$ cat src/hw/rtl/soce_pkg.sv
package soce_pkg;

	localparam int MAX_TRACKS = 256;
	localparam int IDX_W = 8;
	localparam int CNT_W = 9;

	localparam logic [63:0] GOLDEN_GAMMA = 64'h9E3779B97F4A7C15;
	localparam logic [63:0] MIX_MUL_A = 64'hBF58476D1CE4E5B9;
	localparam logic [63:0] MIX_MUL_B = 64'h94D049BB133111EB;

	localparam logic [2:0] OP_LOAD = 3'd0;
	localparam logic [2:0] OP_SET_SHUFFLE = 3'd1;
	localparam logic [2:0] OP_RESHUFFLE = 3'd2;
	localparam logic [2:0] OP_NEXT = 3'd3;
	localparam logic [2:0] OP_PREV = 3'd4;
	localparam logic [2:0] OP_SELECT = 3'd5;
	localparam logic [2:0] OP_CLEAR = 3'd6;
	localparam logic [2:0] OP_QUERY = 3'd7;

	typedef struct packed {
		logic [2:0] opcode;
		logic loop_around;
		logic shuffle_flag;
		logic [CNT_W-1:0] track_count;
		logic keep_valid;
		logic [IDX_W-1:0] keep_track;
		logic [IDX_W-1:0] select_index;
	} req_t;

	typedef struct packed {
		logic ok;
		logic is_empty;
		logic [IDX_W-1:0] cursor;
		logic [IDX_W-1:0] current_track;
		logic [CNT_W-1:0] count_now;
		logic shuffle_now;
	} rsp_t;

	typedef struct packed {
		logic start;
		logic [CNT_W-1:0] divisor;
	} rng_req_t;

	typedef struct packed {
		logic done;
		logic [IDX_W-1:0] pick;
	} rng_rsp_t;

endpackage

$ cat src/hw/rtl/soce_mem.sv
module soce_mem (
	input logic clk,
	input logic we,
	input logic [soce_pkg::IDX_W-1:0] waddr,
	input logic [soce_pkg::IDX_W-1:0] wdata,
	input logic [soce_pkg::IDX_W-1:0] raddr,
	output logic [soce_pkg::IDX_W-1:0] rdata
);
	import soce_pkg::*;

	logic [IDX_W-1:0] mem [MAX_TRACKS];

	always_ff @(posedge clk) begin
		if (we) begin
			mem[waddr] <= wdata;
		end
		rdata <= mem[raddr];
	end

endmodule

$ cat config.mk
export PLATFORM = sky130hd
export DESIGN_NAME = soce_mem
export DESIGN_NICKNAME = d
export VERILOG_FILES = /design/src/hw/rtl/soce_pkg.sv /design/src/hw/rtl/soce_mem.sv
export SDC_FILE = /design/constraint.sdc
export NUM_CORES = 2
export LEC_CHECK = 0
export BUFFER_PORTS_ARGS = -buffer_cell sky130_fd_sc_hd__buf_2
export CORE_MARGIN = 1
export CORE_UTILIZATION = 40
export DETAILED_ROUTE_END_ITERATION = 8
export SLEW_MARGIN = 20
export SYNTH_ARGS = -nofsm -noshare
export SYNTH_HDL_FRONTEND = slang
export SYNTH_SLANG_ARGS = --single-unit
export TNS_END_PERCENT = 20
$ cat constraint.sdc
create_clock -name clk -period 2.8 [get_ports clk]
set_clock_uncertainty 0.1 [all_clocks]
set_input_delay 0.14 -clock clk [delete_from_list [all_inputs] [get_ports clk]]
set_output_delay 0.14 -clock clk [all_outputs]
set_load 0.03 [all_outputs]
# Yosys cells after proc, flatten, opt, wreduce, memory -nomap -nowiden
# Memory sizes are Yosys's and may differ from the RTL's. A register that Yosys moved wholly into a read port is not among the register bits.
# Index checks and enable logic that the tools add are counted.
[op_classes]
muxes = 2
[op_table]
columns = ["cell", "n"]
rows = [
  ["$mux 1", 2],
]
[totals]
ff_bits = 0
ramBits = 2048
mem_count = 1
[mem_list]
columns = ["memory", "depth", "word_bits", "rd", "rd_clocked_by_memory_dff", "write_ports", "line_no", "text"]
rows = [
  ["mem", 256, 8, 1, 1, 1, "soce_mem.sv:11", "logic [IDX_W-1:0] mem [MAX_TRACKS];"],
]

# Depth between registers and ports, before layout
[logic_depth]
ltp_word = 2
ltp_mapped = 11
depth_no_buf = 6

# Worst setup path before layout
# Ideal clock, no wire load.
[synth_path]
kind = "input-to-reg"
start = "input port raddr[0] in the netlist's numbering"
end = "register rdata[2] in the netlist's numbering (read register of mem)"
setup_time_ns = 0.131
arrival_ns = 1.947
required_ns = 2.569
setup_slack_ns = 0.622
cell_stages = 9
cell_sequence = "buf_6 > buf_12 > buf_8 > buf_2 > mux4_2 > a22oi_1 > a21oi_1 > nor4_1 > nor4_2"
[synth_lines]
columns = ["item", "line_no", "text"]
rows = [
  ["start: declaration", "soce_mem.sv:6", "input logic [soce_pkg::IDX_W-1:0] raddr,"],
  ["end: declaration", "soce_mem.sv:7", "output logic [soce_pkg::IDX_W-1:0] rdata"],
]

==> metrics.cfg <==
[status]
outcome=completed

[placed_design]
dp.cells=6794
io_buffers=33
hpwl_um=133000
place.gp.congestion=0.854

[clock_tree]
cts.sinks=2056
clock_latency_ns=0.84
cts_buffers=204
cts_root_buf=clkbuf_16
clk_path_buf_depth=3
ctsHtreeMaxLevel=4
cts_tree=yes
path_clk_slew_ns=0.06

[drt]
drc_errors=0
antenna_left=0
dr.pass1.iters=5
initialDrtViolationCount=4444
wl_per_cell_um=28.4
vias_per_cell=5.65
drt_wl_total_um=205000
via_count=40600

[final_layout]
drive_above_1_share=0.311
final_common_cell=edfxtp_1
layout.cells.non_filler=7194
nets=4402
nFillCells=16300
syn_to_final_growth_pct=17.9
layout_common_cells=2048 x edfxtp_1, 563 x buf_4, 454 x mux4_2, 279 x nor2_1, 209 x clkbuf_16

[yosys]
synth-main-ff-cell=edfxtp_1
async_flop_share=0
synthCells=3733
ys_types=55
syn_area_sq_um=79600
ys_ff_latch=2056
ys_seq_area_frac=0.775
synth_edf_count=2048
synth_warnings=0
syn_avg_cell_area_sq_um=21.3
synth_fp_nets=3759

[power_and_ir_drop]
comb_power_share=0.055
power_density_nw_per_um2=682
power_switching_share=0.216
internal_power_uw=50100
cellLeakagePower_uw=0.0301
clock_power_share=0.413
irDropWorstVdd_uv=554
p_seq_frac=0.532
p_switching_uw=13800

[setup_path]
crit_type=reg2reg
crit_path_end_kind=register
cp.arrival_ns=3.40
worstPathMaxFanout=1
required_ns=3.44
start_kind=register

[timing]
worst_pin_slew_ns=1.09
maxSlewHeadroom=0.271
tns_ns=0
setup_viol=0
finalMaxSlewViolations=0
clock.fmax_ghz=0.362
rsz0062_at_grt=no
finalHoldViolCount=0
period_minus_slack_ns=2.76
finalCritPeriodShare=0.987

[floorplan]
die_width_um=448
die_y_um=448
rows=163
core_sq_um=197000
fp.dieArea_sq_um=201000
ios=34
start_util=0.403

[run]
maxCapViolCount=0

[global_routing]
grt_overflow_total=0
grt_pass1_vias=41000
grt_max_degree=142
grt_pass1_wl_um=296000
antenna_found_initial=6
grt_usage=0.205

[hold_path]
hp-class=in2reg

[synth_stat cells, drive strengths merged, types with 2 or more instances]
library cell	count	area, sq um
a2111oi	5	52.6
a211oi	16	120
a21oi	96	480
a221oi	14	129
a22o	8	70.1
a22oi	133	998
a311oi	2	17.5
a31oi	2	12.5
and2	6	37.5
and3b	2	17.5
buf	122	1030
clkbuf	111	417
dfxtp	8	160
edfxtp	2048	61500
mux2i	134	1340
mux4	456	10300
nand2	33	124
nand2b	8	50.1
nand3	34	170
nand3b	2	15.0
nand4	10	62.6
nor2	282	1060
nor2b	31	194
nor3	22	110
nor4	27	188
o211ai	10	75.1
o21ai	12	60.1
o221ai	47	418
o22a	5	43.8
o22ai	28	175
o32ai	5	51.3
or2	4	25.0
[routing by layer]
layer  routed length, um  GRT usage
met1               85400      0.291
met2               98700      0.327
met3               14500     0.0338
met4                6020     0.0626
met5                   0          0
[final cells by class]
| cell class | instances | area, sq um | area share |
|---|---|---|---|
| antenna | 4 | 10.0 | 0.000107 |
| clock inverter | 130 | 1020 | 0.0109 |
| sequential | 2056 | 61700 | 0.658 |
| clock buffer | 250 | 5410 | 0.0577 |
| timing repair buffer | 670 | 5840 | 0.0623 |
| tap | 2640 | 3300 | 0.0352 |
| multi-input combinational | 1442 | 16500 | 0.176 |
| inverter | 2 | 7.51 | 0.0000801 |
[power groups by stage]
stage / Combinational, uW / Sequential [uW] / Clock, uW
CTS: 3580 / 34000 / 26800
global route: 3730 / 34000 / 27900
global placement: 3510 / 34700 / 0
detailed placement: 3550 / 34700 / 0
floorplan: 1650 / 34600 / 0
finish: 3550 / 34000 / 26400
[metrics by stage]
| stage | total power, uW | area (sq um) | worst slack [ns] | hold slack, ns | utilization |
|---|---|---|---|---|---|
| 3_5_place_dp | 38200 | 87100 | -0.694 | 0.457 | 0.441 |
| 3_3_place_gp | 38200 | 87100 | -0.858 | 0.448 | 0.441 |
| 6_report | 63900 | 93800 | 0.0367 | 0.0687 | 0.475 |
| 5_1_grt | 65600 | 93800 | 0.000963 | 0.0318 | 0.475 |
| 2_1_floorplan | 36300 | 79600 | 0.622 | 0.139 | - |
| 4_1_cts | 64400 | 93800 | 0.0621 | 0.00418 | 0.475 |
[repair_timing]
action,CTS,global route
hold buffers,16,0
setup endpoints to repair,3,0
setup buffers,0,0
resized for setup,4,0
endpoints found under the hold margin,1779,0
[critical path: stages, from the launching register on]
cell and delay, ns:
edfxtp_1 0.37, mux4_2 0.48, o21ai_0 0.53, a2111oi_0 0.22
buf_4 0.17, nor3_1 0.51, buf_4 0.23, nor4_2 0.04
[flip-flops by register name, indices dropped and copies added, names as in the netlist]
name   count
rdata      8
mem     2048
[worst paths after layout]
| kind | depth (start not counted) | from | to | slack (ns) |
|---|---|---|---|---|
| worst max-delay path | 7 | mem[171][0] | rdata[0] | 0.04 |
| worst min-delay path | 3 | we | mem[177][3] | 0.07 |
| worst max register to register | 7 | mem[171][0] | rdata[0] | 0.04 |
| worst min register to register | 7 | mem[32][5] | rdata[5] | 0.98 |
[logic make-up (layout without fill, tap and decap cells)]
logic type | after synthesis | in the layout | share of synthesized area
DFF | 2056 | 2056 | 0.775
buffers and inverters | 235 | 1052 | 0.0183
other | 0 | 4 | 0
and+or+nand+nor | 466 | 466 | 0.0263
AOI/OAI and AO/OA | 385 | 385 | 0.0342
muxes | 591 | 591 | 0.146
Note: power is estimated with default switching activity, not from simulation.
