File: config.mk
export PLATFORM = sky130hd
export DESIGN_NAME = soce_rng
export DESIGN_NICKNAME = d
export VERILOG_FILES = /design/src/hw/rtl/soce_pkg.sv /design/src/hw/rtl/soce_rng.sv
export SDC_FILE = /design/constraint.sdc
export NUM_CORES = 2
export LEC_CHECK = 0
export BUFFER_PORTS_ARGS = -buffer_cell sky130_fd_sc_hd__buf_2
export CORE_MARGIN = 1.5
export CORE_UTILIZATION = 50
export DETAILED_ROUTE_END_ITERATION = 10
export HOLD_SLACK_MARGIN = 0.03
export PLACE_DENSITY = 0.66
export SLEW_MARGIN = 20
export SYNTH_ARGS = -nofsm -noshare
export SYNTH_HDL_FRONTEND = slang
export SYNTH_SLANG_ARGS = --single-unit
export TNS_END_PERCENT = 1
File: constraint.sdc
create_clock -name clk -period 16.4 [get_ports clk]
set_input_delay 3.28 -clock clk [delete_from_list [all_inputs] [get_ports clk]]
set_output_delay 3.28 -clock clk [all_outputs]
set_load 0.005 [all_outputs]
File: src/hw/rtl/soce_pkg.sv
package soce_pkg;

	localparam int MAX_TRACKS = 256;
	localparam int IDX_W = 8;
	localparam int CNT_W = 9;

	localparam logic [63:0] GOLDEN_GAMMA = 64'h9E3779B97F4A7C15;
	localparam logic [63:0] MIX_MUL_A = 64'hBF58476D1CE4E5B9;
	localparam logic [63:0] MIX_MUL_B = 64'h94D049BB133111EB;

	localparam logic [2:0] OP_LOAD = 3'd0;
	localparam logic [2:0] OP_SET_SHUFFLE = 3'd1;
	localparam logic [2:0] OP_RESHUFFLE = 3'd2;
	localparam logic [2:0] OP_NEXT = 3'd3;
	localparam logic [2:0] OP_PREV = 3'd4;
	localparam logic [2:0] OP_SELECT = 3'd5;
	localparam logic [2:0] OP_CLEAR = 3'd6;
	localparam logic [2:0] OP_QUERY = 3'd7;

	typedef struct packed {
		logic [2:0] opcode;
		logic loop_around;
		logic shuffle_flag;
		logic [CNT_W-1:0] track_count;
		logic keep_valid;
		logic [IDX_W-1:0] keep_track;
		logic [IDX_W-1:0] select_index;
	} req_t;

	typedef struct packed {
		logic ok;
		logic is_empty;
		logic [IDX_W-1:0] cursor;
		logic [IDX_W-1:0] current_track;
		logic [CNT_W-1:0] count_now;
		logic shuffle_now;
	} rsp_t;

	typedef struct packed {
		logic start;
		logic [CNT_W-1:0] divisor;
	} rng_req_t;

	typedef struct packed {
		logic done;
		logic [IDX_W-1:0] pick;
	} rng_rsp_t;

endpackage

File: src/hw/rtl/soce_rng.sv
module soce_rng (
	input logic clk,
	input logic arst_n,
	input logic seed_we,
	input logic [63:0] seed,
	input soce_pkg::rng_req_t req,
	output soce_pkg::rng_rsp_t rsp
);
	import soce_pkg::*;

	localparam logic [1:0] R_IDLE = 2'd0;
	localparam logic [1:0] R_MUL = 2'd1;
	localparam logic [1:0] R_MOD = 2'd2;

	logic [1:0] st_q;
	logic [63:0] gen_q;
	logic [63:0] z_q;
	logic [63:0] acc_q;
	logic [63:0] prod_q;
	logic [1:0] k_q;
	logic pass_q;
	logic [5:0] bit_q;
	logic [CNT_W-1:0] rem_q;
	logic [CNT_W-1:0] div_q;
	logic done_q;

	logic [63:0] gen_nx;
	logic [63:0] mul_b;
	logic [31:0] op_a;
	logic [31:0] op_b;
	logic [63:0] mul_p;
	logic [63:0] fin;
	logic [CNT_W-1:0] r2;

	always_comb begin
		gen_nx = gen_q + GOLDEN_GAMMA;
		mul_b = pass_q ? MIX_MUL_B : MIX_MUL_A;
		case (k_q)
			2'd0: begin
				op_a = z_q[31:0];
				op_b = mul_b[31:0];
			end
			2'd1: begin
				op_a = z_q[31:0];
				op_b = mul_b[63:32];
			end
			default: begin
				op_a = z_q[63:32];
				op_b = mul_b[31:0];
			end
		endcase
		mul_p = {32'd0, op_a} * {32'd0, op_b};
		fin = {acc_q[63:32] + prod_q[31:0], acc_q[31:0]};
		r2 = {rem_q[IDX_W-1:0], z_q[63]};
	end

	always_ff @(posedge clk or negedge arst_n) begin
		if (!arst_n) begin
			st_q <= R_IDLE;
			gen_q <= '0;
			done_q <= 1'b0;
		end else begin
			done_q <= (st_q == R_MOD) && (bit_q == 6'd63);
			case (st_q)
				R_IDLE: begin
					if (seed_we) begin
						gen_q <= seed;
					end else if (req.start) begin
						gen_q <= gen_nx;
						st_q <= R_MUL;
					end
				end
				R_MUL: begin
					if (k_q == 2'd3) begin
						if (pass_q) begin
							st_q <= R_MOD;
						end
					end
				end
				R_MOD: begin
					if (bit_q == 6'd63) begin
						st_q <= R_IDLE;
					end
				end
				default: st_q <= R_IDLE;
			endcase
		end
	end

	// low 64 bits of the product from three partial products, one per cycle
	always_ff @(posedge clk) begin
		case (st_q)
			R_IDLE: begin
				z_q <= gen_nx ^ (gen_nx >> 30);
				div_q <= req.divisor;
				k_q <= 2'd0;
				pass_q <= 1'b0;
			end
			R_MUL: begin
				prod_q <= mul_p;
				k_q <= k_q + 2'd1;
				if (k_q == 2'd1) begin
					acc_q <= prod_q;
				end else if (k_q == 2'd2) begin
					acc_q[63:32] <= acc_q[63:32] + prod_q[31:0];
				end else if (k_q == 2'd3) begin
					if (pass_q) begin
						z_q <= fin ^ (fin >> 31);
						bit_q <= '0;
						rem_q <= '0;
					end else begin
						z_q <= fin ^ (fin >> 27);
						pass_q <= 1'b1;
					end
				end
			end
			R_MOD: begin
				z_q <= z_q << 1;
				bit_q <= bit_q + 6'd1;
				rem_q <= (r2 >= div_q) ? r2 - div_q : r2;
			end
			default: ;
		endcase
	end

	assign rsp.done = done_q;
	assign rsp.pick = rem_q[IDX_W-1:0];

endmodule
# Word-level counts from Yosys, hierarchy flattened

Index checks and enable logic that the tools add are counted.

$add $sub $neg: 5
$mul: 1
$lt $le $gt $ge: 1
Eq/ne operators: 13
Mux-type cells: 34
Bitwise gates (word level): 3
Reduce and logical (&&, ||, !) cells: 16

Operator list:

| kind                                                          | number |
|---|---|
| 64-bit 2-to-1 mux                                             | 6 |
| 64-bit one-hot mux with 3 select lines                        | 1 |
| 32-bit 2-to-1 mux                                             | 4 |
| 64-bit adder, second input constant                           | 1 |
| 32-bit by 32-bit multiplier with 64-bit output                | 1 |
| 64-bit by 33-bit XOR with 64-bit output                       | 1 |
| 64-bit by 34-bit XOR with 64-bit output                       | 1 |
| 64-bit by 37-bit XOR with 64-bit output                       | 1 |
| 62-bit 2-to-1 mux                                             | 1 |
| 8-bit 2-to-1 mux                                              | 5 |
| 32-bit adder                                                  | 1 |
| 6-bit 2-to-1 mux                                              | 4 |
| 8-bit one-hot mux with 2 select lines                         | 1 |
| 2-bit != test, second input constant                          | 6 |
| 6-bit one-hot mux with 2 select lines                         | 1 |
| 2-bit 2-to-1 mux                                              | 5 |
| 5-bit AND reduction                                           | 2 |
| 9-bit >= comparator                                           | 1 |
| 4-bit AND reduction                                           | 2 |
| 2-bit nonzero test                                            | 4 |
| 8-bit subtractor                                              | 1 |
| 6-bit by 1-bit adder with 6-bit output, second input constant | 1 |
| 2-bit == test, second input constant                          | 3 |
| 6-bit == test, second input constant                          | 1 |
| other kinds (12)                                              | 18 |

Bits in registers: 285
Input bits: 77
Output and inout port bits: 9
Word-level logic and storage cells: 85

# Depth between registers and ports, before layout

Depth in word-level cells: 7
Mapped depth: 40
Gate-level depth less buffers: 37

# Least setup slack after synthesis

Ideal clock, no wire load.

Path kind: register to register
Start point: register k_q[0]
End point: register prod_q[54] (data pin)
Setup time: 0.266 ns
Arrival time: 9.331 ns
Required time: 16.134 ns
Setup slack: 6.804 ns
Stages on the path, launching flop included: 33
Path buffers: 3
Clock period less this slack: 9.596 ns
Cells stage by stage: edfxtp_1 ha_1 clkbuf_1 nor2_1 clkbuf_1 clkbuf_1 mux2i_1 clkinv_1 nand2_1 fa_1 fa_1 inv_1 fa_1 inv_1 fa_1 inv_1 fa_1 fa_1 fa_1 inv_1 fa_1 inv_1 ha_1 nand2_1 nor2_1 a211oi_1 a311oi_1 a31o_2 a21oi_1 o21ai_1 a221oi_2 a21boi_0 xor2_1

Word-level cells in the longest chain between the ends: 4
Elaborated cells on any way between the ends: 6
Those cells by class: mul: 1; eq/ne: 1; mux: 2; reduce/logical: 2

RTL lines:

| what                                                                          | RTL line        | source |
|---|---|---|
| start: declaration                                                            | soce_rng.sv:20  | `logic [1:0] k_q;` |
| start signal: assignment                                                      | soce_rng.sv:101 | `k_q <= k_q + 2'd1;` |
| 2-bit by 1-bit == test with 1-bit output or 2-bit logical NOT (tied branches) | soce_rng.sv:38  | `case (k_q)` |
| 2-bit OR reduction (no line)                                                  | -               |  |
| 32-bit 2-to-1 mux                                                             | soce_rng.sv:38  |  |
| 32-bit by 32-bit multiplier with 64-bit output (*)                            | soce_rng.sv:52  | `mul_p = {32'd0, op_a} * {32'd0, op_b};` |
| net mul_p[54]                                                                 | soce_rng.sv:31  | `logic [63:0] mul_p;` |
| end signal: assignment                                                        | soce_rng.sv:100 | `prod_q <= mul_p;` |
| end: declaration                                                              | soce_rng.sv:19  | `logic [63:0] prod_q;` |

Mark *: on every way through the listed nets, which the timed path passes. The rest lies on a longest branch.
A chain may end at the register's enable or synchronous reset.

# Final worst setup path

Start point: register k_q[1]
End point: register prod_q[63] (data pin)

Same word-level chain as after synthesis.

==> metrics.md <==
| Metric | Value |
|---|---|
| Status | `finished, final reports clean` |
| Layout area overhead | `5.593%` |
| DR top layer | `met5` |
| DIE AREA | `0.09350 mm^2` |
| Synth warn | `0` |
| M1 WL | `65,360 um` |
| Relative slew slack | `0.2887` |
| Largest net degree at the start of global routing | `92` |
| Worst Hold Class | `flop to flop` |
| Die width | `305.8 um` |
| Met3 WL | `12,760 um` |
| Top cell by count, worst path | `fa_1` |
| Yosys top cell area share | `0.3516` |
| Gp weighted congestion | `1.037` |
| Core Region | `0.09042 mm^2` |
| Via/cell ratio | `5.789` |
| CTS tree | `done` |
| Share of layout cells above drive strength 1 | `0.05325` |
| Critical Path RT | `16.71 ns` |
| Final hold vios | `0` |
| Wire per inst | `26.16 um` |
| Clock root cell | `clkbuf_16` |
| Crit path DAT | `11.73 ns` |
| Skew final | `0.02399 ns` |
| Remaining Overflow, GRT | `0` |
| Crit path max fanout | `38` |
| GRT Total Usage | `0.3380` |
| Fillers | `8,278` |
| DRT antenna net count | `0` |
| Post-layout util | `0.5353` |
| Post-Syn Instances | `4,768` |
| Fmax achieved | `87.55 MHz` |
| Boundary Pins | `86` |
| Mapped Area | `0.04584 mm^2` |
| Nets | `6,033` |
| Gates resized, CTS repair | `0` |
| Syn Nets | `6,050` |
| Die Ht | `305.8 um` |
| Critical path's top delay family | `adder cells` |
| Max-cap viol count | `0` |
| Diode count | `0` |
| RSZ-0062 raised after global routing | `false` |
| H-tree depth | `1` |
| Num CTS Buffers | `26` |
| Fin crit period | `11.42 ns` |
| Post-synth EDFFs | `218` |
| Synth unique cells | `87` |
| Multi-input logic area | `0.03299 mm^2` |
| Worst stage delay on the critical path | `0.85 ns` |
| Synth Register Bits | `285` |
| Via count | `34,422` |
| Iteration-0 DRC Markers | `3,701` |
| Sequential Area | `0.008223 mm^2` |
| Drt first pass iters | `6` |
| Async set-reset flop share out of synthesis | `0.2351` |
| First-pass GRT wire length | `231,000 um` |
| DR WL met2 | `68,820 um` |
| Hold_buf cts | `0` |
| Worst-margin pin slew | `1.056 ns` |
| Largest cells by area after synthesis | `fa_1 (35%), edfxtp_1 (14%), ha_1 (11%)` |
| Initial Util | `0.5069` |
| CTS Buffer Depth | `3` |
| Number of global-route vias before repair | `35,337` |
| Core Rows | `110` |
| CP max-delay cell | `o21ai_0` |
| Syn Area/Cell | `9.614 um^2` |
| Initial antenna violation count | `3` |
| Setup crit start kind | `flop` |
| Clock slew at reported path FFs | `0.07 ns` |
| Detailed placement HPWL | `132,800 um` |
| Period utilization | `0.6965` |
| Setup TNS | `0 ns` |
| Area leader, netlist | `fa_1` |
| Clk sinks | `285` |
| Buffers added on ports | `85` |
| Sequential area share after synthesis | `0.1794` |
| Remaining DRCs | `0` |
| Slew Limit Fails | `0` |
| Final WL | `155,500 um` |
| Worst skew pair latency | `0.57 ns` |
| Worst path bufs/invs | `9` |
| Final setup violation count | `0` |
| Post-CTS setup repair buffer count | `0` |
| Element type at the critical path end | `flop` |
| Prevailing post-synth register cell | `edfxtp_1` |
| Type of the worst setup path | `flop to flop` |
stage by stage:
| stage | instances | instance area, um^2 | hold WS (ns) | worst slack [ns] |
|---|---|---|---|---|
| final | 5946 | 48400 | 0.4890 | 4.978 |
| after global routing | 5946 | 48400 | 0.4978 | 4.517 |
| after CTS | 5946 | 48400 | 0.4896 | 5.329 |
| after detailed placement | 5899 | 47480 | 0.4681 | 5.365 |
| after global placement | 5899 | 47460 | 0.4654 | 5.339 |
| after floorplan | 4768 | 45840 | 0.4307 | 6.804 |
flip-flops by register name (all words and copies together) (netlist names):
name and count:
div_q 9, k_q 2, rem_q 8, pass_q 1
prod_q 64, acc_q 64, gen_q 64, z_q 64
bit_q 6, st_q 2, done_q 1
cell type report:
class	count	share of cell area
Timing Repair Buffer	125	0.01504
Clock inverter	20	0.005015
Clock buffer	27	0.01396
Multi-Input combinational cell	3229	0.6816
Inverter	1084	0.08407
Tap cell	1176	0.03040
Sequential cell	285	0.1699
kinds of logic (layout without fill, tap and decap cells):
| kind of cell | Yosys count | after routing | synth area share |
|---|---|---|---|
| AO/OA/AOI/OAI | 757 | 757 | 0.1045 |
| XOR/XNOR | 235 | 235 | 0.04490 |
| adder cells (fa/ha/maj) | 1205 | 1205 | 0.4608 |
| buffers and inverters | 1254 | 1256 | 0.1031 |
| flip-flops | 285 | 285 | 0.1794 |
| multiplexers | 79 | 79 | 0.01823 |
| AND/OR/NAND/NOR | 953 | 953 | 0.08909 |
path summary, 6_finish.rpt:
check | from | endpoint | slack [ns] | depth (start not counted)
min in group asynchronous | arst_n | gen_q[57] | 2.94 | 2
min reg2reg | prod_q[2] | acc_q[2] | 0.49 | 0
max | k_q[1] | prod_q[63] | 4.98 | 31
max reg2reg | k_q[1] | prod_q[63] | 4.98 | 31
min | prod_q[2] | acc_q[2] | 0.49 | 0
max in group asynchronous | arst_n | gen_q[8] | 12.80 | 2
layer usage:
| layer | vias up | track usage |
|---|---|---|
| met5 | - | 0 |
| met3 | 343 | 0.05602 |
| met1 | 17392 | 0.4769 |
| met2 | 1615 | 0.5126 |
| met4 | 2 | 0.1535 |
| li1 | 15070 | - |
cell usage in the layout, fill, tap and decap left out, drive strengths merged, types with 6 or more instances in the layout:
cell	synthesis	layout
xnor2	156	156
a21oi	218	218
nand2	342	342
o221ai	11	11
ha	400	400
a22oi	39	39
or2	21	21
a21o	85	85
nand2b	12	12
buf	15	125
nor2	384	384
nand3	35	35
o21a	16	16
nor3	55	55
or3	6	6
mux2	36	36
bufinv	0	6
o22ai	21	21
clkbuf	155	27
dfrtp	67	67
mux2i	43	43
o211ai	10	10
o21bai	16	16
a221oi	26	26
fa	805	805
nand4	19	19
a221o	6	6
nor2b	14	14
and3	17	17
a31oi	22	22
xor2	79	79
inv	1080	1079
and2	22	22
edfxtp	218	218
o21ai	208	208
clkinv	4	18
a21boi	9	9
a211o	7	7
a211oi	14	14
nor4	8	8
synth_stat cells, drive strengths merged, types with 7 or more instances:
cell type and number:
a211o 7, a211oi 14, a21boi 9, a21o 85, a21oi 218, a221oi 26
a22oi 39, a31oi 22, and2 22, and3 17, buf 15, clkbuf 155
dfrtp 67, edfxtp 218, fa 805, ha 400, inv 1080, mux2 36
mux2i 43, nand2 342, nand2b 12, nand3 35, nand4 19, nor2 384
nor2b 14, nor3 55, nor4 8, o211ai 10, o21a 16, o21ai 208
o21bai 16, o221ai 11, o22ai 21, or2 21, xnor2 156, xor2 79
Power is left out: the tool's default activity adds up to more than one toggle a clock period on the data nets, which glitch-free logic cannot reach.
